`config.mk`:
```
export PLATFORM = sky130hd
export DESIGN_NAME = annexb_nal_splitter_unit
export DESIGN_NICKNAME = d
export VERILOG_FILES = /design/src/design/anxb_pkg.sv /design/src/design/anxb_parse.sv /design/src/design/anxb_group_fifo.sv /design/src/design/anxb_expand.sv /design/src/design/annexb_nal_splitter_unit.sv
export SDC_FILE = /design/constraint.sdc
export NUM_CORES = 1
export LEC_CHECK = 0
export BUFFER_PORTS_ARGS = -buffer_cell sky130_fd_sc_hd__buf_2
export CAP_MARGIN = 20
export CORE_AREA = 2 2 249 178
export CTS_CLUSTER_DIAMETER = 50
export CTS_CLUSTER_SIZE = 30
export DETAILED_ROUTE_END_ITERATION = 7
export DIE_AREA = 0 0 251 180
export GPL_TIMING_DRIVEN = 0
export PLACE_DENSITY = 0.46
export RECOVER_POWER = 25
export SYNTH_ARGS = -nofsm -noshare
export SYNTH_HDL_FRONTEND = slang
export SYNTH_SLANG_ARGS = --single-unit
```
`constraint.sdc`:
```
create_clock -name clk -period 18 [get_ports clk]
set_clock_uncertainty 0.1 [all_clocks]
set_input_delay 3.6 -clock clk [delete_from_list [all_inputs] [get_ports clk]]
set_output_delay 3.6 -clock clk [all_outputs]
set_load 0.01 [all_outputs]
```
`src/design/anxb_pkg.sv`:
```
package anxb_pkg;

  // nal length counter width default and width of the length field
  localparam int LENGTH_BITS_DEF = 24;
  localparam int NAL_LEN_W       = 24;

  // result group queue
  localparam int GROUP_DEPTH = 4;
  localparam int GROUP_PTR_W = $clog2(GROUP_DEPTH);
  localparam int GROUP_CNT_W = $clog2(GROUP_DEPTH + 1);

  // result kinds
  localparam logic [1:0] KIND_PAYLOAD  = 2'd0;
  localparam logic [1:0] KIND_NAL_END  = 2'd1;
  localparam logic [1:0] KIND_UNIT_END = 2'd2;

  // start code bytes
  localparam logic [7:0] BYTE_ZERO  = 8'h00;
  localparam logic [7:0] BYTE_START = 8'h01;

  // irap nal type range
  localparam logic [5:0] IRAP_TYPE_LO = 6'd16;
  localparam logic [5:0] IRAP_TYPE_HI = 6'd23;

  localparam logic [1:0] ZERO_RUN_MAX  = 2'd3;
  localparam logic [7:0] NAL_COUNT_MAX = 8'hFF;

  // all results caused by one input byte, in order:
  // zeros, then data byte, then end of nal, then end of unit
  typedef struct packed {
    logic [2:0]           zeros;
    logic                 has_byte;
    logic [7:0]           data;
    logic                 first;
    logic [5:0]           ptype;
    logic                 has_end;
    logic [NAL_LEN_W-1:0] len;
    logic                 has_unit;
    logic                 irap;
    logic [7:0]           count;
  } anxb_group_t;

endpackage

```
`src/design/anxb_parse.sv`:
```
module anxb_parse
  import anxb_pkg::*;
#(
  parameter int LENGTH_BITS = LENGTH_BITS_DEF
) (
  input  logic        clk,
  input  logic        rst,
  input  logic        in_valid,
  output logic        in_stall,
  input  logic [7:0]  data_byte,
  input  logic        unit_last,
  input  logic        group_full,
  output logic        group_push,
  output anxb_group_t group
);

  logic                   in_valid_q;
  logic [7:0]             data_q;
  logic                   last_q;

  logic [1:0]             zero_run;
  logic                   inside_nal;
  logic [LENGTH_BITS-1:0] cur_length;
  logic [5:0]             cur_type;
  logic                   irap_seen;
  logic [7:0]             nal_count;

  logic                   advance;
  logic                   is_zero;
  logic                   is_start;
  logic [2:0]             nz_step;
  logic                   hb_step;
  logic [1:0]             zr_after;
  logic [2:0]             nz;
  logic                   hb;
  logic [2:0]             pcount;
  logic                   first;
  logic [5:0]             first_type;
  logic [5:0]             type_next;
  logic [LENGTH_BITS:0]   len_sum;
  logic [LENGTH_BITS-1:0] len_next;
  logic [LENGTH_BITS-1:0] len_pick;
  logic [LENGTH_BITS+NAL_LEN_W-1:0] len_wide;
  logic                   irap_next;
  logic [7:0]             count_next;
  logic                   has_end;
  logic [2:0]             total;

  assign advance  = in_valid_q && !group_full;
  assign in_stall = in_valid_q && group_full;

  // input register
  always_ff @(posedge clk) begin
    if (rst) begin
      in_valid_q <= 1'b0;
    end else if (!in_stall) begin
      in_valid_q <= in_valid;
    end
  end

  always_ff @(posedge clk) begin
    if (!in_stall && in_valid) begin
      data_q <= data_byte;
      last_q <= unit_last;
    end
  end

  // classify byte against the held-back zeros
  always_comb begin
    is_zero  = (data_q == BYTE_ZERO);
    is_start = (data_q == BYTE_START) && (zero_run >= 2'd2);
    nz_step  = 3'd0;
    hb_step  = 1'b0;
    zr_after = 2'd0;
    if (is_zero) begin
      if (zero_run < ZERO_RUN_MAX) begin
        zr_after = zero_run + 2'd1;
      end else begin
        zr_after = ZERO_RUN_MAX;
        nz_step  = 3'd1;
      end
    end else if (!is_start) begin
      nz_step = {1'b0, zero_run};
      hb_step = 1'b1;
    end
  end

  always_comb begin
    nz = nz_step + (last_q ? {1'b0, zr_after} : 3'd0);
    hb = hb_step;
    if (!inside_nal) begin
      nz = 3'd0;
      hb = 1'b0;
    end
    pcount     = nz + {2'b00, hb};
    first      = inside_nal && (pcount != 3'd0) && (cur_length == '0);
    first_type = (nz != 3'd0) ? 6'd0 : data_q[6:1];
    type_next  = first ? first_type : cur_type;
    len_sum    = {1'b0, cur_length} + {{(LENGTH_BITS-2){1'b0}}, pcount};
    len_next   = len_sum[LENGTH_BITS] ? {LENGTH_BITS{1'b1}} : len_sum[LENGTH_BITS-1:0];
    irap_next  = irap_seen ||
                 (first && (first_type >= IRAP_TYPE_LO) && (first_type <= IRAP_TYPE_HI));
    count_next = (first && (nal_count != NAL_COUNT_MAX)) ? nal_count + 8'd1 : nal_count;

    // a start code closes the previous nal, the last byte closes the open one
    if (is_start) begin
      has_end  = inside_nal && (cur_length != '0);
      len_pick = cur_length;
    end else begin
      has_end  = last_q && inside_nal && (len_next != '0);
      len_pick = len_next;
    end
    len_wide = {{NAL_LEN_W{1'b0}}, len_pick};

    group.zeros    = nz;
    group.has_byte = hb;
    group.data     = data_q;
    group.first    = first;
    group.ptype    = is_start ? cur_type : type_next;
    group.has_end  = has_end;
    group.len      = len_wide[NAL_LEN_W-1:0];
    group.has_unit = last_q;
    group.irap     = irap_next;
    group.count    = count_next;

    total      = nz + {2'b00, hb} + {2'b00, has_end} + {2'b00, last_q};
    group_push = advance && (total != 3'd0);
  end

  // parser state
  always_ff @(posedge clk) begin
    if (rst) begin
      zero_run   <= 2'd0;
      inside_nal <= 1'b0;
      cur_length <= '0;
      cur_type   <= 6'd0;
      irap_seen  <= 1'b0;
      nal_count  <= 8'd0;
    end else if (advance) begin
      if (last_q) begin
        zero_run   <= 2'd0;
        inside_nal <= 1'b0;
        cur_length <= '0;
        cur_type   <= 6'd0;
        irap_seen  <= 1'b0;
        nal_count  <= 8'd0;
      end else if (is_start) begin
        zero_run   <= 2'd0;
        inside_nal <= 1'b1;
        cur_length <= '0;
        cur_type   <= 6'd0;
      end else begin
        zero_run   <= zr_after;
        cur_length <= len_next;
        cur_type   <= type_next;
        irap_seen  <= irap_next;
        nal_count  <= count_next;
      end
    end
  end

  a_group_size: assert property (@(posedge clk) disable iff (rst)
    group_push |-> total <= 3'd6)
    else $error("result group larger than six");

  a_unit_clears: assert property (@(posedge clk) disable iff (rst)
    (advance && last_q) |=> (zero_run == 2'd0 && !inside_nal &&
                             cur_length == '0 && nal_count == 8'd0 && !irap_seen))
    else $error("state not cleared after end of unit");

  a_outside_empty: assert property (@(posedge clk) disable iff (rst)
    !inside_nal |-> (cur_length == '0 && nal_count == 8'd0))
    else $error("length or count grew outside a nal");

  a_first_has_payload: assert property (@(posedge clk) disable iff (rst)
    (group_push && group.first) |-> (group.has_byte || group.zeros != 3'd0))
    else $error("first flag on a group without payload");

endmodule

```
`src/design/anxb_group_fifo.sv`:
```
module anxb_group_fifo
  import anxb_pkg::*;
(
  input  logic        clk,
  input  logic        rst,
  input  logic        push,
  input  anxb_group_t din,
  output logic        full,
  input  logic        pop,
  output anxb_group_t dout,
  output logic        not_empty
);

  anxb_group_t            mem [GROUP_DEPTH];
  logic [GROUP_PTR_W-1:0] wr_ptr;
  logic [GROUP_PTR_W-1:0] rd_ptr;
  logic [GROUP_CNT_W-1:0] count;

  assign full      = (count == GROUP_CNT_W'(GROUP_DEPTH));
  assign not_empty = (count != '0);
  assign dout      = mem[rd_ptr];

  always_ff @(posedge clk) begin
    if (push) begin
      mem[wr_ptr] <= din;
    end
  end

  always_ff @(posedge clk) begin
    if (rst) begin
      wr_ptr <= '0;
      rd_ptr <= '0;
      count  <= '0;
    end else begin
      if (push) begin
        wr_ptr <= wr_ptr + 1'b1;
      end
      if (pop) begin
        rd_ptr <= rd_ptr + 1'b1;
      end
      unique case ({push, pop})
        2'b10:   count <= count + 1'b1;
        2'b01:   count <= count - 1'b1;
        default: count <= count;
      endcase
    end
  end

endmodule

```
`src/design/anxb_expand.sv`:
```
module anxb_expand
  import anxb_pkg::*;
(
  input  logic                 clk,
  input  logic                 rst,
  input  anxb_group_t          head,
  input  logic                 head_valid,
  output logic                 pop,
  output logic                 out_valid,
  input  logic                 out_stall,
  output logic [1:0]           kind,
  output logic [7:0]           payload,
  output logic                 first_of_nal,
  output logic [5:0]           unit_type,
  output logic [NAL_LEN_W-1:0] nal_length,
  output logic                 unit_irap,
  output logic [7:0]           unit_nal_count,
  output logic                 last_result
);

  logic [2:0] idx;
  logic [2:0] end_pos;
  logic [2:0] total;
  logic       step;

  assign out_valid = head_valid;
  assign step      = head_valid && !out_stall;
  assign pop       = step && last_result;

  always_comb begin
    end_pos        = head.zeros + {2'b00, head.has_byte};
    total          = end_pos + {2'b00, head.has_end} + {2'b00, head.has_unit};
    last_result    = ((idx + 3'd1) == total);
    kind           = KIND_PAYLOAD;
    payload        = 8'd0;
    first_of_nal   = 1'b0;
    unit_type      = 6'd0;
    nal_length     = '0;
    unit_irap      = 1'b0;
    unit_nal_count = 8'd0;
    priority if (idx < head.zeros) begin
      first_of_nal = head.first && (idx == 3'd0);
      unit_type    = head.ptype;
    end else if (head.has_byte && (idx == head.zeros)) begin
      payload      = head.data;
      first_of_nal = head.first && (idx == 3'd0);
      unit_type    = head.ptype;
    end else if (head.has_end && (idx == end_pos)) begin
      kind       = KIND_NAL_END;
      unit_type  = head.ptype;
      nal_length = head.len;
    end else begin
      kind           = KIND_UNIT_END;
      unit_irap      = head.irap;
      unit_nal_count = head.count;
    end
  end

  // position within the current group
  always_ff @(posedge clk) begin
    if (rst) begin
      idx <= 3'd0;
    end else if (step) begin
      idx <= last_result ? 3'd0 : idx + 3'd1;
    end
  end

endmodule

```
`src/design/annexb_nal_splitter_unit.sv`:
```
// path: a byte is caught in the input register, and its group record goes into the queue
// throughput: one byte per cycle while each byte causes at most one result and the output is
//   not stalled; the results of one byte come out in order, and a four-group queue absorbs bursts
// reset: synchronous, active high; clears parser state, queue pointers and group position
module annexb_nal_splitter_unit
  import anxb_pkg::*;
#(
  parameter int LENGTH_BITS = LENGTH_BITS_DEF
) (
  input  logic                 clk,
  input  logic                 rst,
  // byte input channel
  input  logic                 in_valid,
  output logic                 in_stall,
  input  logic [7:0]           data_byte,
  input  logic                 unit_last,
  // result channel
  output logic                 out_valid,
  input  logic                 out_stall,
  output logic [1:0]           kind,
  output logic [7:0]           payload,
  output logic                 first_of_nal,
  output logic [5:0]           unit_type,
  output logic [NAL_LEN_W-1:0] nal_length,
  output logic                 unit_irap,
  output logic [7:0]           unit_nal_count,
  output logic                 last_result
);

  // the parser turns each byte that causes any result into one group record describing all of its results:
  // released zeros, the byte itself, an end of nal marker and an end of unit marker
  anxb_group_t group_in;
  anxb_group_t group_head;
  logic        group_push;
  logic        group_full;
  logic        group_pop;
  logic        group_valid;

  // input register, start code tracking and nal / unit bookkeeping
  anxb_parse #(
    .LENGTH_BITS (LENGTH_BITS)
  ) u_parse (
    .clk        (clk),
    .rst        (rst),
    .in_valid   (in_valid),
    .in_stall   (in_stall),
    .data_byte  (data_byte),
    .unit_last  (unit_last),
    .group_full (group_full),
    .group_push (group_push),
    .group      (group_in)
  );

  // queue of group records, decouples parsing from result delivery
  anxb_group_fifo u_fifo (
    .clk       (clk),
    .rst       (rst),
    .push      (group_push),
    .din       (group_in),
    .full      (group_full),
    .pop       (group_pop),
    .dout      (group_head),
    .not_empty (group_valid)
  );

  // walks the head group and hands out one result item per cycle while the output is not stalled
  anxb_expand u_expand (
    .clk            (clk),
    .rst            (rst),
    .head           (group_head),
    .head_valid     (group_valid),
    .pop            (group_pop),
    .out_valid      (out_valid),
    .out_stall      (out_stall),
    .kind           (kind),
    .payload        (payload),
    .first_of_nal   (first_of_nal),
    .unit_type      (unit_type),
    .nal_length     (nal_length),
    .unit_irap      (unit_irap),
    .unit_nal_count (unit_nal_count),
    .last_result    (last_result)
  );

endmodule

```
; ---- Yosys cells after proc, flatten, opt, wreduce, memory -nomap -nowiden
; Memories as Yosys holds them, arrays and structs flattened. A register that Yosys moved wholly into a read port is not among the register bits.
; Index checks and enable logic that the tools add are counted.
[totals]
wordCells = 132
out_inout_bits = 53
reg_bits = 62
in_bits = 13
mem_bits_rw = 216
mem_count = 1
[op_classes]
n_lt_le_gt_ge = 5
n_reduce_logical = 35
mux = 54
eq_ne = 9
add_sub_neg = 15
[memory_table]
columns = memory, depth, width, rd, rd_clocked_by_memory_dff, write_ports, line_no
row1 = u_fifo.mem, 4, 54, 1, 1, 1, anxb_group_fifo.sv:14  ; anxb_group_t mem [GROUP_DEPTH];
[ops]
columns = cell, count
row1 = two-way mux 24 bit, 7
row2 = two-way mux 8 bit, 8
row3 = two-way mux 6 bit, 8
row4 = nonzero test 24 bit, 2
row5 = adder 24 x 3 -> 25 bit, 1
row6 = logical NOT 24 bit, 1
row7 = two-way mux 2 bit, 11
row8 = adder 3 x 1 -> 3 bit, 6
row9 = logical AND 1 bit, 18
row10 = two-way mux 1 bit, 16
row11 = nonzero test 3 bit, 4
row12 = == test 3 bit, 3
row13 = two-way mux 3 bit, 3
row14 = "adder 8 x 1 -> 8 bit, second input constant", 1
row15 = "== test 8 x 1 -> 1 bit, second input constant", 1
row16 = logical NOT 8 bit, 1
row17 = "inequality test 8 bit, second input constant", 1
row18 = "adder 2 x 1 -> 2 bit, second input constant", 3
row19 = "adder 3 x 1 -> 3 bit, second input constant", 2
row20 = "greater-or-equal comparator 6 x 5 -> 1 bit, second input constant", 1
row21 = "less-or-equal comparator 6 x 5 -> 1 bit, second input constant", 1
row22 = case mux 3 bit (2 select lines), 1
row23 = AND reduction 2 bit, 2
row24 = nonzero test 2 bit, 2
row25 = 12 further kinds, 14

; ---- Depth between registers and ports, before layout
; Gate-level depths: netlist of run 1.
[logic_depth]
ltp_word = 18
ltp_mapped = 32
ltp_nobuf = 30

; ---- By module
; A second synthesis of run 1 with hierarchy kept.
[unflattened]
cells_unflattened = 946
hier_area_um2 = 12872.3
[modules_own_cells]
columns = mod, n_inst, cells_per_inst, seq_area_each_um2, area_per_inst_um2
row1 = anxb_group_fifo, 1, 325, 6666.4, 8285.4
row2 = anxb_parse, 1, 519, 1131.1, 3778.6
row3 = anxb_expand, 1, 102, 60.1, 808.3

; ---- Worst setup path before layout of run 1
; No wires, ideal clock.
[synth_timing]
path_kind = register -> register
startpoint = reg u_parse.data_q[3]
endpoint = mem u_fifo.mem[0][0] (netlist name), enable pin
arrival_time_ns = 7.008
n_path_buf = 0
stages_incl_launch_ff = 25
synth_period_minus_slack_ns = 7.526
setup_slack_ns = 10.474
required_time_ns = 17.483
setup_ns = 0.417
path_cell_list = edfxtp_1 > nor3_1 > nand3_1 > nor2_1 > and3_1 > ha_1 > inv_1 > fa_1 > nor2_1 > ha_1 > xnor2_1 > inv_1 > ha_1 > nor2b_1 > o211ai_1 > nor2_1 > nor3_2 > or4b_1 > nor4_1 > o32ai_1 > fa_1 > ha_1 > xnor2_1 > a21oi_1 > and2_1
[synth_lines]
columns = item, line_no
row1 = "start, declared", anxb_parse.sv:18  ; logic [7:0] data_q;
row2 = "start signal, assigned", anxb_parse.sv:63  ; data_q <= data_byte;
row3 = "end, declared", anxb_group_fifo.sv:14

==> results of run 1 <==
[final cells by class]
type	instances	area (µm²)
fillers	4256	28100
flip-flops and latches	280	7860
multi-input cells	584	4470
well taps	561	702
clock buffers	31	691
repair buffers	73	484
plain buffers	62	259
clock inverters	18	229
inverters	24	90.1
diodes	1	2.50
[cells in the final DEF (no fill, tap or decap), types with 9 or more instances in the layout]
cell type  instances
a21oi_1           50
inv_1             24
and2_1            11
nor2b_1           38
nor4_1             9
a22oi_1           16
nand4_1           10
clkbuf_1          53
mux4_2            54
xor2_1            11
o21ai_0           32
ha_1              21
and3_1            20
clkbuf_16         27
xnor2_1           18
nand3_1           21
dfxtp_1           55
nor2_1            92
nor3_1            18
a31oi_1           15
nand2_1           55
buf_2             70
edfxtp_1         225
[layer usage]
layer  wire (µm)  vias up  share of wire
li1            -     3816              -
met1       17300     4172           0.51
met2       14300      191           0.42
met3        1560       46          0.046
met4         608        0          0.018
met5           0        -              0
[Yosys cell counts, drive strengths merged (19+ instances only)]
| library cell | n | share of area |
|---|---|---|
| a21oi | 50 | 0.020 |
| and3 | 20 | 0.0099 |
| buf | 21 | 0.0085 |
| clkbuf | 41 | 0.012 |
| dfxtp | 55 | 0.087 |
| edfxtp | 225 | 0.53 |
| ha | 21 | 0.021 |
| inv | 24 | 0.0071 |
| mux4 | 54 | 0.096 |
| nand2 | 55 | 0.016 |
| nand3 | 21 | 0.0083 |
| nor2 | 92 | 0.027 |
| nor2b | 38 | 0.019 |
| nor3 | 19 | 0.0079 |
| o21ai | 33 | 0.013 |
[power by group through the flow]
stage	Combinational, µW	Clock, µW	Sequential (µW)
after floorplan	25.5	0	716
after global placement	41.0	0	718
after detailed placement	42.4	0	717
after CTS	42.5	608	703
after global routing	45.7	634	703
final	41.6	592	703
[sequential cells by signal, indices dropped and copies added (netlist names), 2 cells and up, named ones only]
register and count:
u_expand.idx 3, u_parse.data_q 8, u_fifo.count 3, u_parse.zero_run 2
u_parse.nal_count 8, u_fifo.wr_ptr 2, u_fifo.rd_ptr 2, u_fifo.mem 216
u_parse.cur_length 24, u_parse.cur_type 6
[kinds of logic (layout without fill, tap and decap cells)]
group                      count (synthesis)  in the layout  share of synthesized area
and+or+nand+nor                          319            319                      0.130
muxes                                     58             58                     0.0992
adders and majority gates                 26             26                     0.0286
buffers and inverters                     86            208                     0.0277
xor gates and xnor gates                  29             29                     0.0200
AOI/OAI and AO/OA                        152            152                     0.0747
DFF                                      280            280                      0.620
other                                      0              1                          0
[worst min path at each step]
stage | start | to
global route | u_parse.cur_length[2] | u_parse.cur_length[2]
global placement | u_parse.cur_type[2] | u_parse.cur_type[2]
detailed placement | u_parse.cur_length[2] | u_parse.cur_length[2]
finish | u_parse.cur_length[2] | u_parse.cur_length[2]
CTS | u_parse.cur_length[2] | u_parse.cur_length[2]
floorplan | u_parse.cur_length[2] | u_parse.cur_length[2]
[worst max-delay path: cells and delay by family (launching register included)]
family,cells,cell delay [ns]
AO/OA/AOI/OAI,4,1.73
XOR/XNOR,3,0.43
adder cells (fa/ha/maj),7,1.86
buffers and inverters,5,1.36
flip-flops,1,0.54
AND/OR/NAND/NOR,10,2.94
[stage by stage]
| stage | hold slack, ns | instance area [µm²] | power [µW] | cells | util |
|---|---|---|---|---|---|
| after floorplan | 0.367 | 12700 | 741 | 950 | - |
| after global placement | 0.394 | 13700 | 759 | 1575 | 0.319 |
| after detailed placement | 0.397 | 13900 | 760 | 1582 | 0.323 |
| after CTS | 0.408 | 14800 | 1350 | 1631 | 0.344 |
| after global routing | 0.425 | 14800 | 1380 | 1633 | 0.345 |
| final | 0.417 | 14800 | 1340 | 1634 | 0.345 |
==> out/qor.txt, run 1 <==
status -> completed
Final GP Congestion -> 0.830
Die X -> 251 µm
maximum clock rate -> 110 MHz
Starting Density -> 0.295
Skew-Pair Late Insertion Delay -> 0.58 ns
# rows -> 64
Psw -> 304 µW
Nets -> 1091
Post-synth ARST share -> 0
ANT nets after route -> 0
vias -> 8225
DP Wirelength -> 22.8 mm
reg2reg path depth -> 29
worst min path class -> reg -> reg
CP max FO -> 10
CTS tree -> yes
Final Setup Violations -> 0
Avg Inst Size Synth -> 13.3 µm²
Critical Path RT -> 18.38 ns
Slew HR -> 0.254
Overall Global Routing Usage -> 0.149
Post-synth EDFFs -> 225
switching part of the total -> 0.227
Final Hold Viols -> 0
crit path from -> u_parse.data_q[2]
port bufs -> 64
FF-to-FF setup slack -> 8.94 ns
H-tree levels -> 1
reg2reg end -> u_fifo.count[2]
FF-to-FF Start -> u_parse.data_q[2]
vias in the first global route -> 8051
post-synth cell types -> 60
P per Cell Area -> 90.4 mW/mm²
gr busiest metal -> met1
Seq/Total Area, Yosys -> 0.620
Mapped Cells -> 950
P&R area growth vs syn -> 16.6%
critical path type -> reg -> reg
Slew Limit Fails -> 0
Crit path top cell by count -> ha_1
internal power -> 1030 µW
MaxCap Viol Count -> 0
Synth Register Bits -> 280
clock tree buffer depth -> 3
synthesized cell area -> 0.0127 mm²
setup bufs post-CTS -> 0
Post-Route WL -> 33.8 mm
GR met1 Demand/Resource -> 0.234
hold path depth -> 2
Die ar. -> 0.0452 mm²
CP Capture Point -> u_fifo.count[2]
Vert. Die Dim -> 180 µm
Final period util -> 0.503
Hold-fix buffers, CTS -> 0
remaining global-route overflow -> 0
max incr delay on CP -> 0.69 ns
M3 GR Usage -> 0.0233
Primary FF master, synth -> edfxtp_1
RSZ-0062 raised after global routing -> no
vias per cell -> 5.03
CP Capture Type -> flip-flop
largest net degree at the start of global routing -> 39
placeable core area -> 0.0429 mm²
static leakage -> 0.00505 µW
initial antenna violation count -> 0
Sequential Power Share -> 0.526
CTS root buffer -> clkbuf_16
CP Launch Type -> flip-flop
Comb pwr share -> 0.031
WL per Instance -> 20.7 µm
I/O pins -> 66
residual DRC count -> 0
share of layout cells above drive strength 1 -> 0.176
met2 Resource Use GR -> 0.214
global-route wire length before repair -> 51.1 mm
Worst path slowest cell -> o211ai_1
power share of the clock group -> 0.443
post-placement setup slack -> 8.98 ns
DR iter-0 viols -> 575
CTS Buf Count -> 27
worst slew pin tran -> 1.09 ns
Max VDD drop -> 65.0 µV
Worst-path clk slew -> 0.07 ns
DRT Pass-1 Iters -> 5
clk sinks -> 280
crit path time final -> 9.06 ns
Resized cells post-CTS -> 0
final worst setup slack -> 8.94 ns
synth warn -> 0
setup TNS -> 0 ns
CP arrival -> 9.44 ns
syn_nets -> 989
No activity file was read; power rests on OpenSTA's default activity.
==> run 2: changes to the inputs <==
- PLACE_DENSITY: 0.46 -> 0.47
- clock period: 18 -> 7.5 ns (I/O delays scaled with it)
==> run 2 against run 1 <==
Setup slack worse by 8.6 ns. Hold slack got worse by 0.0026 ns. Global-route usage fell by 0.11 points. Sequential share of layout area is 1.1 points lower. Power is 140% higher. Utilization rose by 0.75 points. Register-to-register slack got worse by 8.6 ns. Final area increased by 2.2%. Non-clock buffer count rose by 15. Critical path type unchanged.
==> out/qor.txt, run 2 (synthesis gave the netlist of run 1 again) <==
Hold Startpoint -> u_parse.cur_type[2] (was u_parse.cur_length[2])
placeable core area -> 0.0429 mm² (unchanged)
final worst setup slack -> 0.288 ns (was 8.94 ns)
clock tree buffer depth -> 3 (unchanged)
Starting Density -> 0.295 (unchanged)
MaxCap Viol Count -> 0 (unchanged)
WL per Instance -> 20.4 µm (was 20.7 µm)
DRT Pass-1 Iters -> 5 (unchanged)
CTS root buffer -> clkbuf_16 (unchanged)
power share of the clock group -> 0.454 (was 0.443)
largest net degree at the start of global routing -> 48 (was 39)
H-tree levels -> 1 (unchanged)
CTS tree -> yes (unchanged)
Vert. Die Dim -> 180 µm (unchanged)
static leakage -> 0.00512 µW (was 0.00505 µW)
Final GP Congestion -> 0.862 (was 0.830)
# rows -> 64 (unchanged)
max incr delay on CP -> 0.52 ns (was 0.69 ns)
status -> completed (unchanged)
Nets -> 1106 (was 1091)
Final period util -> 0.962 (was 0.503)
share of layout cells above drive strength 1 -> 0.208 (was 0.176)
vias -> 8243 (was 8225)
Post-Route WL -> 33.7 mm (was 33.8 mm)
FF-to-FF Start -> u_parse.data_q[3] (was u_parse.data_q[2])
critical path type -> reg -> reg (unchanged)
CTS Buf Count -> 27 (unchanged)
Final Hold Viols -> 0 (unchanged)
port bufs -> 64 (unchanged)
post-placement setup slack -> -1.56 ns (was 8.98 ns)
crit path time final -> 7.21 ns (was 9.06 ns)
Hold-fix buffers, CTS -> 0 (unchanged)
maximum clock rate -> 139 MHz (was 110 MHz)
remaining global-route overflow -> 0 (unchanged)
global-route wire length before repair -> 50.6 mm (was 51.1 mm)
CP Capture Type -> flip-flop (unchanged)
Largest regs -> u_fifo.mem: 216 flops, u_parse.cur_length: 24 flops (unchanged)
vias per cell -> 5.00 (was 5.03)
worst slew pin tran -> 0.974 ns (was 1.09 ns)
Worst-path clk slew -> 0.07 ns (about the same)
CP arrival -> 7.58 ns (was 9.44 ns)
setup TNS -> 0 ns (unchanged)
P per Cell Area -> 216 mW/mm² (was 90.4 mW/mm²)
most common cell after layout, fill and taps aside -> edfxtp_1 (unchanged)
vias in the first global route -> 8081 (was 8051)
most frequent cells in the layout -> 225 x edfxtp_1, 89 x nor2_1, 70 x buf_2 (was 225 x edfxtp_1, 92 x nor2_1, 70 x buf_2)
CP max FO -> 8 (was 10)
Critical Path RT -> 7.87 ns (was 18.38 ns)
Biggest register -> u_fifo.mem (unchanged)
Worst path slowest cell -> or4b_4 (was o211ai_1)
CP Launch Type -> flip-flop (unchanged)
P&R area growth vs syn -> 19.2% (was 16.6%)
Psw -> 751 µW (was 304 µW)
clk sinks -> 280 (unchanged)
DP Wirelength -> 22.6 mm (was 22.8 mm)
I/O pins -> 66 (unchanged)
Die X -> 251 µm (unchanged)
ANT nets after route -> 0 (unchanged)
crit path from -> u_parse.data_q[3] (was u_parse.data_q[2])
Comb pwr share -> 0.032 (was 0.031)
Slew HR -> 0.345 (was 0.254)
max reg flops -> 216 (unchanged)
worst min path class -> reg -> reg (unchanged)
Slew Limit Fails -> 0 (unchanged)
Final Setup Violations -> 0 (unchanged)
Skew-Pair Late Insertion Delay -> 0.56 ns (was 0.58 ns)
Die ar. -> 0.0452 mm² (unchanged)
switching part of the total -> 0.230 (was 0.227)
internal power -> 2520 µW (was 1030 µW)
Overall Global Routing Usage -> 0.148 (was 0.149)
residual DRC count -> 0 (unchanged)
Max VDD drop -> 149 µV (was 65.0 µV)
Sequential Power Share -> 0.515 (was 0.526)
initial antenna violation count -> 1 (was 0)
DR iter-0 viols -> 566 (was 575)
run 2: cell types whose count changed in the layout (fill, tap and decap cells not counted), moves of 2 or more:
cell,previous run,this run
xnor2_1,18,16
nor2b_1,38,36
ha_4,0,2
nor2_1,92,89
nor3_1,18,16
a211oi_1,5,3
ha_1,21,18
a211oi_2,0,2
buf_4,2,12
nor2_4,0,2
inv_8,3,1
clkinv_8,1,5
nor4_1,9,7
run 2: power by group through the flow:
| stage | combinational [µW] | sequential, µW | clock, µW |
|---|---|---|---|
| 4_1_cts | 105 | 1680 | 1520 |
| 5_1_grt | 113 | 1680 | 1580 |
| 3_3_place_gp | 95.6 | 1720 | 0 |
| 3_5_place_dp | 98.9 | 1720 | 0 |
| 2_1_floorplan | 59.9 | 1720 | 0 |
| 6_report | 103 | 1680 | 1480 |
run 2: area by class of cell:
class	instances	area, µm²
Fill cell	4228	27800
Clock inverter	20	295
Timing Repair Buffer	89	563
Antenna cell	2	5.00
Buffer	61	267
Tap cell	561	702
Inverter	24	90.1
Clock buffer	28	679
Sequential cell	280	7860
Multi-Input combinational cell	584	4650
run 2: repair_timing:
| action | 4_1_cts | 5_1_grt |
|---|---|---|
| pin swaps | 3 | 9 |
| cloned | 0 | 0 |
| buffers inserted | 8 | 9 |
| gates resized for setup | 18 | 25 |
| setup endpoints to repair | 221 | 165 |
| endpoints found under the hold margin | 0 | 0 |
run 2: metrics by stage:
step                total power, µW  cells  utilization  instance area (µm²)  hold WS (ns)
finish                         3270   1649        0.352                15100         0.414
global route                   3380   1647        0.352                15100         0.443
CTS                            3300   1637        0.348                14900         0.412
detailed placement             1820   1581        0.322                13800         0.399
global placement               1820   1575        0.319                13700         0.392
floorplan                      1780    950            -                12700         0.367
run 2: path summary, 6_finish.rpt:
check | slack [ns] | cells past startpoint | end
worst min-delay path | 0.41 | 2 | u_parse.cur_type[2]
worst max register to register | 0.29 | 30 | u_fifo.count[2]
worst max-delay path | 0.29 | 30 | u_fifo.count[2]
worst min register to register | 0.41 | 2 | u_parse.cur_type[2]
run 2: critical path, delay by kind of cell, from the launching register on:
kind / cells / cell delay, ns
AND/OR/NAND/NOR: 9 / 2.45
adder cells (fa/ha/maj): 8 / 2.31
XOR/XNOR: 3 / 0.51
buffers and inverters: 5 / 0.48
AO/OA/AOI/OAI: 5 / 0.85
flip-flops: 1 / 0.42
run 2: metal layers:
layer / wire length, µm / global-route usage / vias up
li1: - / - / 3836
met1: 17200 / 0.227 / 4186
met2: 14100 / 0.214 / 183
met3: 1850 / 0.0310 / 38
met4: 572 / 0.0295 / 0
met5: 0 / 0 / -
==> run 3: changes to the inputs <==
- ABC_AREA: default -> 0
- BUFFER_PORTS_ARGS: -buffer_cell sky130_fd_sc_hd__buf_2 -> -buffer_cell sky130_fd_sc_hd__clkbuf_2
- CTS_CLUSTER_SIZE: 30 -> default
==> run 3 against run 2 <==
Clock power is 4% lower. Die area did not move. Critical path type unchanged. Final area is 0.61% lower. Power fell by 1.8%. Sequential power about the same.
==> out/qor.txt, run 3 (synthesis gave the netlist of run 1 again) <==
status -> completed (unchanged)
most common cell after layout, fill and taps aside -> edfxtp_1 (unchanged)
Vert. Die Dim -> 180 µm (unchanged)
Hold Startpoint -> u_parse.cur_length[0] (was u_parse.cur_type[2])
CP Capture Type -> flip-flop (unchanged)
Final GP Congestion -> 0.875 (was 0.862)
Comb pwr share -> 0.032 (about the same)
share of layout cells above drive strength 1 -> 0.208 (about the same)
Overall Global Routing Usage -> 0.148 (about the same)
DRT Pass-1 Iters -> 5 (unchanged)
maximum clock rate -> 139 MHz (about the same)
M3 GR Usage -> 0.0310 (unchanged)
vias in the first global route -> 8141 (was 8081)
clock tree buffer depth -> 3 (unchanged)
remaining global-route overflow -> 0 (unchanged)
P per Cell Area -> 214 mW/mm² (was 216 mW/mm²)
CP max FO -> 9 (was 8)
Final Hold Viols -> 0 (unchanged)
critical path type -> reg -> reg (unchanged)
Die X -> 251 µm (unchanged)
worst slew pin tran -> 1.01 ns (was 0.974 ns)
most frequent cells in the layout -> 225 x edfxtp_1, 90 x nor2_1, 64 x clkbuf_2 (was 225 x edfxtp_1, 89 x nor2_1, 70 x buf_2)
gr busiest metal -> met1 (unchanged)
static leakage -> 0.00509 µW (was 0.00512 µW)
GR met1 Demand/Resource -> 0.226 (was 0.227)
Sequential Power Share -> 0.525 (was 0.515)
Worst-path clk slew -> 0.06 ns (was 0.07 ns)
ANT nets after route -> 0 (unchanged)
CTS tree -> yes (unchanged)
final core utilization -> 0.350 (was 0.352)
# rows -> 64 (unchanged)
CP bufs+invs -> 5 (unchanged)
Die ar. -> 0.0452 mm² (unchanged)
Antenna Cells -> 0 (was 2)
DR iter-0 viols -> 574 (was 566)
CP Launch Type -> flip-flop (unchanged)
Post-Route WL -> 33.8 mm (was 33.7 mm)
H-tree levels -> 1 (unchanged)
largest net degree at the start of global routing -> 44 (was 48)
Crit path top cell by count -> ha_1
I/O pins -> 66 (unchanged)
Slew Limit Fails -> 0 (unchanged)
Slew HR -> 0.311 (was 0.345)
placeable core area -> 0.0429 mm² (unchanged)
initial antenna violation count -> 1 (unchanged)
max incr delay on CP -> 0.56 ns (was 0.52 ns)
Largest regs -> u_fifo.mem: 216 flops, u_parse.cur_length: 24 flops (unchanged)
FF-to-FF Start -> u_parse.data_q[3] (unchanged)
crit path time final -> 7.19 ns (was 7.21 ns)
CTS Buf Count -> 31 (was 27)
port bufs -> 64 (unchanged)
vias -> 8226 (was 8243)
Critical Path RT -> 7.90 ns (was 7.87 ns)
fin area -> 0.0150 mm² (was 0.0151 mm²)
global-route wire length before repair -> 51.0 mm (was 50.6 mm)
Starting Density -> 0.295 (unchanged)
switching part of the total -> 0.218 (was 0.230)
Worst path slowest cell -> or4_4 (was or4b_4)
Max VDD drop -> 162 µV (was 149 µV)
area post-placement -> 0.0138 mm² (about the same)
Skew-Pair Late Insertion Delay -> 0.57 ns (was 0.56 ns)
power after layout -> 3210 µW (was 3270 µW)
clk sinks -> 280 (unchanged)
P&R area growth vs syn -> 18.4% (was 19.2%)
Final period util -> 0.959 (was 0.962)
Psw -> 702 µW (was 751 µW)
Hold-fix buffers, CTS -> 0 (unchanged)
CP arrival -> 7.59 ns (was 7.58 ns)
residual DRC count -> 0 (unchanged)
worst min path class -> reg -> reg (unchanged)
max reg flops -> 216 (unchanged)
DP Wirelength -> 22.6 mm (about the same)
CTS root buffer -> clkbuf_16 (unchanged)
Final Setup Violations -> 0 (unchanged)
met2 Resource Use GR -> 0.216 (was 0.214)
vias per cell -> 4.97 (was 5.00)
crit path from -> u_parse.data_q[3] (unchanged)
setup TNS -> 0 ns (unchanged)
Biggest register -> u_fifo.mem (unchanged)
internal power -> 2510 µW (was 2520 µW)
Nets -> 1108 (was 1106)
MaxCap Viol Count -> 0 (unchanged)
power share of the clock group -> 0.443 (was 0.454)
WL per Instance -> 20.4 µm (about the same)
CP top delay family -> simple AND/OR/NAND/NOR gates (unchanged)
## run 3: area by class of cell
| cell class | count | area [µm²] |
|---|---|---|
| multi-input combinational | 584 | 4610 |
| fill | 4214 | 27900 |
| buffer | 62 | 274 |
| clock buffer | 36 | 795 |
| clock inverter | 22 | 154 |
| timing repair buffer | 86 | 536 |
| sequential | 280 | 7860 |
| inverter | 24 | 90.1 |
| tap | 561 | 702 |
## run 3: power by group through the flow
stage	Sequential [µW]	Combinational (µW)	Clock (µW)
CTS	1690	105	1460
finish	1690	102	1420
global placement	1720	95.7	0
detailed placement	1720	98.3	0
global route	1690	112	1530
floorplan	1720	59.9	0
## run 3: metal layers
layer,part of all wire,wire length [µm]
met1,0.50,16900
met2,0.42,14300
met3,0.059,2010
met4,0.017,585
met5,0,0
## run 3: worst reg2reg max path, delay by kind of cell, from the launching register on
| kind | cells | cell delay, ns |
|---|---|---|
| buffers and inverters | 5 | 0.48 |
| DFF | 1 | 0.41 |
| AOI/OAI and AO/OA | 5 | 0.77 |
| and+or+nand+nor | 11 | 2.81 |
| adders and majority gates | 8 | 2.22 |
| xor gates and xnor gates | 2 | 0.33 |
## run 3: path summary, 6_finish.rpt
check,slack [ns],cells past startpoint,end
worst max register to register,0.31,31,u_fifo.count[2]
worst min-delay path,0.41,2,u_parse.cur_length[0]
worst max-delay path,0.31,31,u_fifo.count[2]
worst min register to register,0.41,2,u_parse.cur_length[0]
## run 3: repair_timing
| item | CTS | global route |
|---|---|---|
| resized for setup | 16 | 22 |
| buffers inserted | 8 | 7 |
| pin swaps | 1 | 7 |
| endpoints found under the setup margin | 221 | 198 |
## run 3: stage by stage
step                hold WS [ns]  worst slack, ns  std cells
finish                     0.414            0.308       1655
global route               0.440         -0.00577       1655
CTS                        0.412           0.0299       1647
detailed placement         0.401            -1.50       1581
global placement           0.392            -2.09       1575
floorplan                  0.367            0.544        950
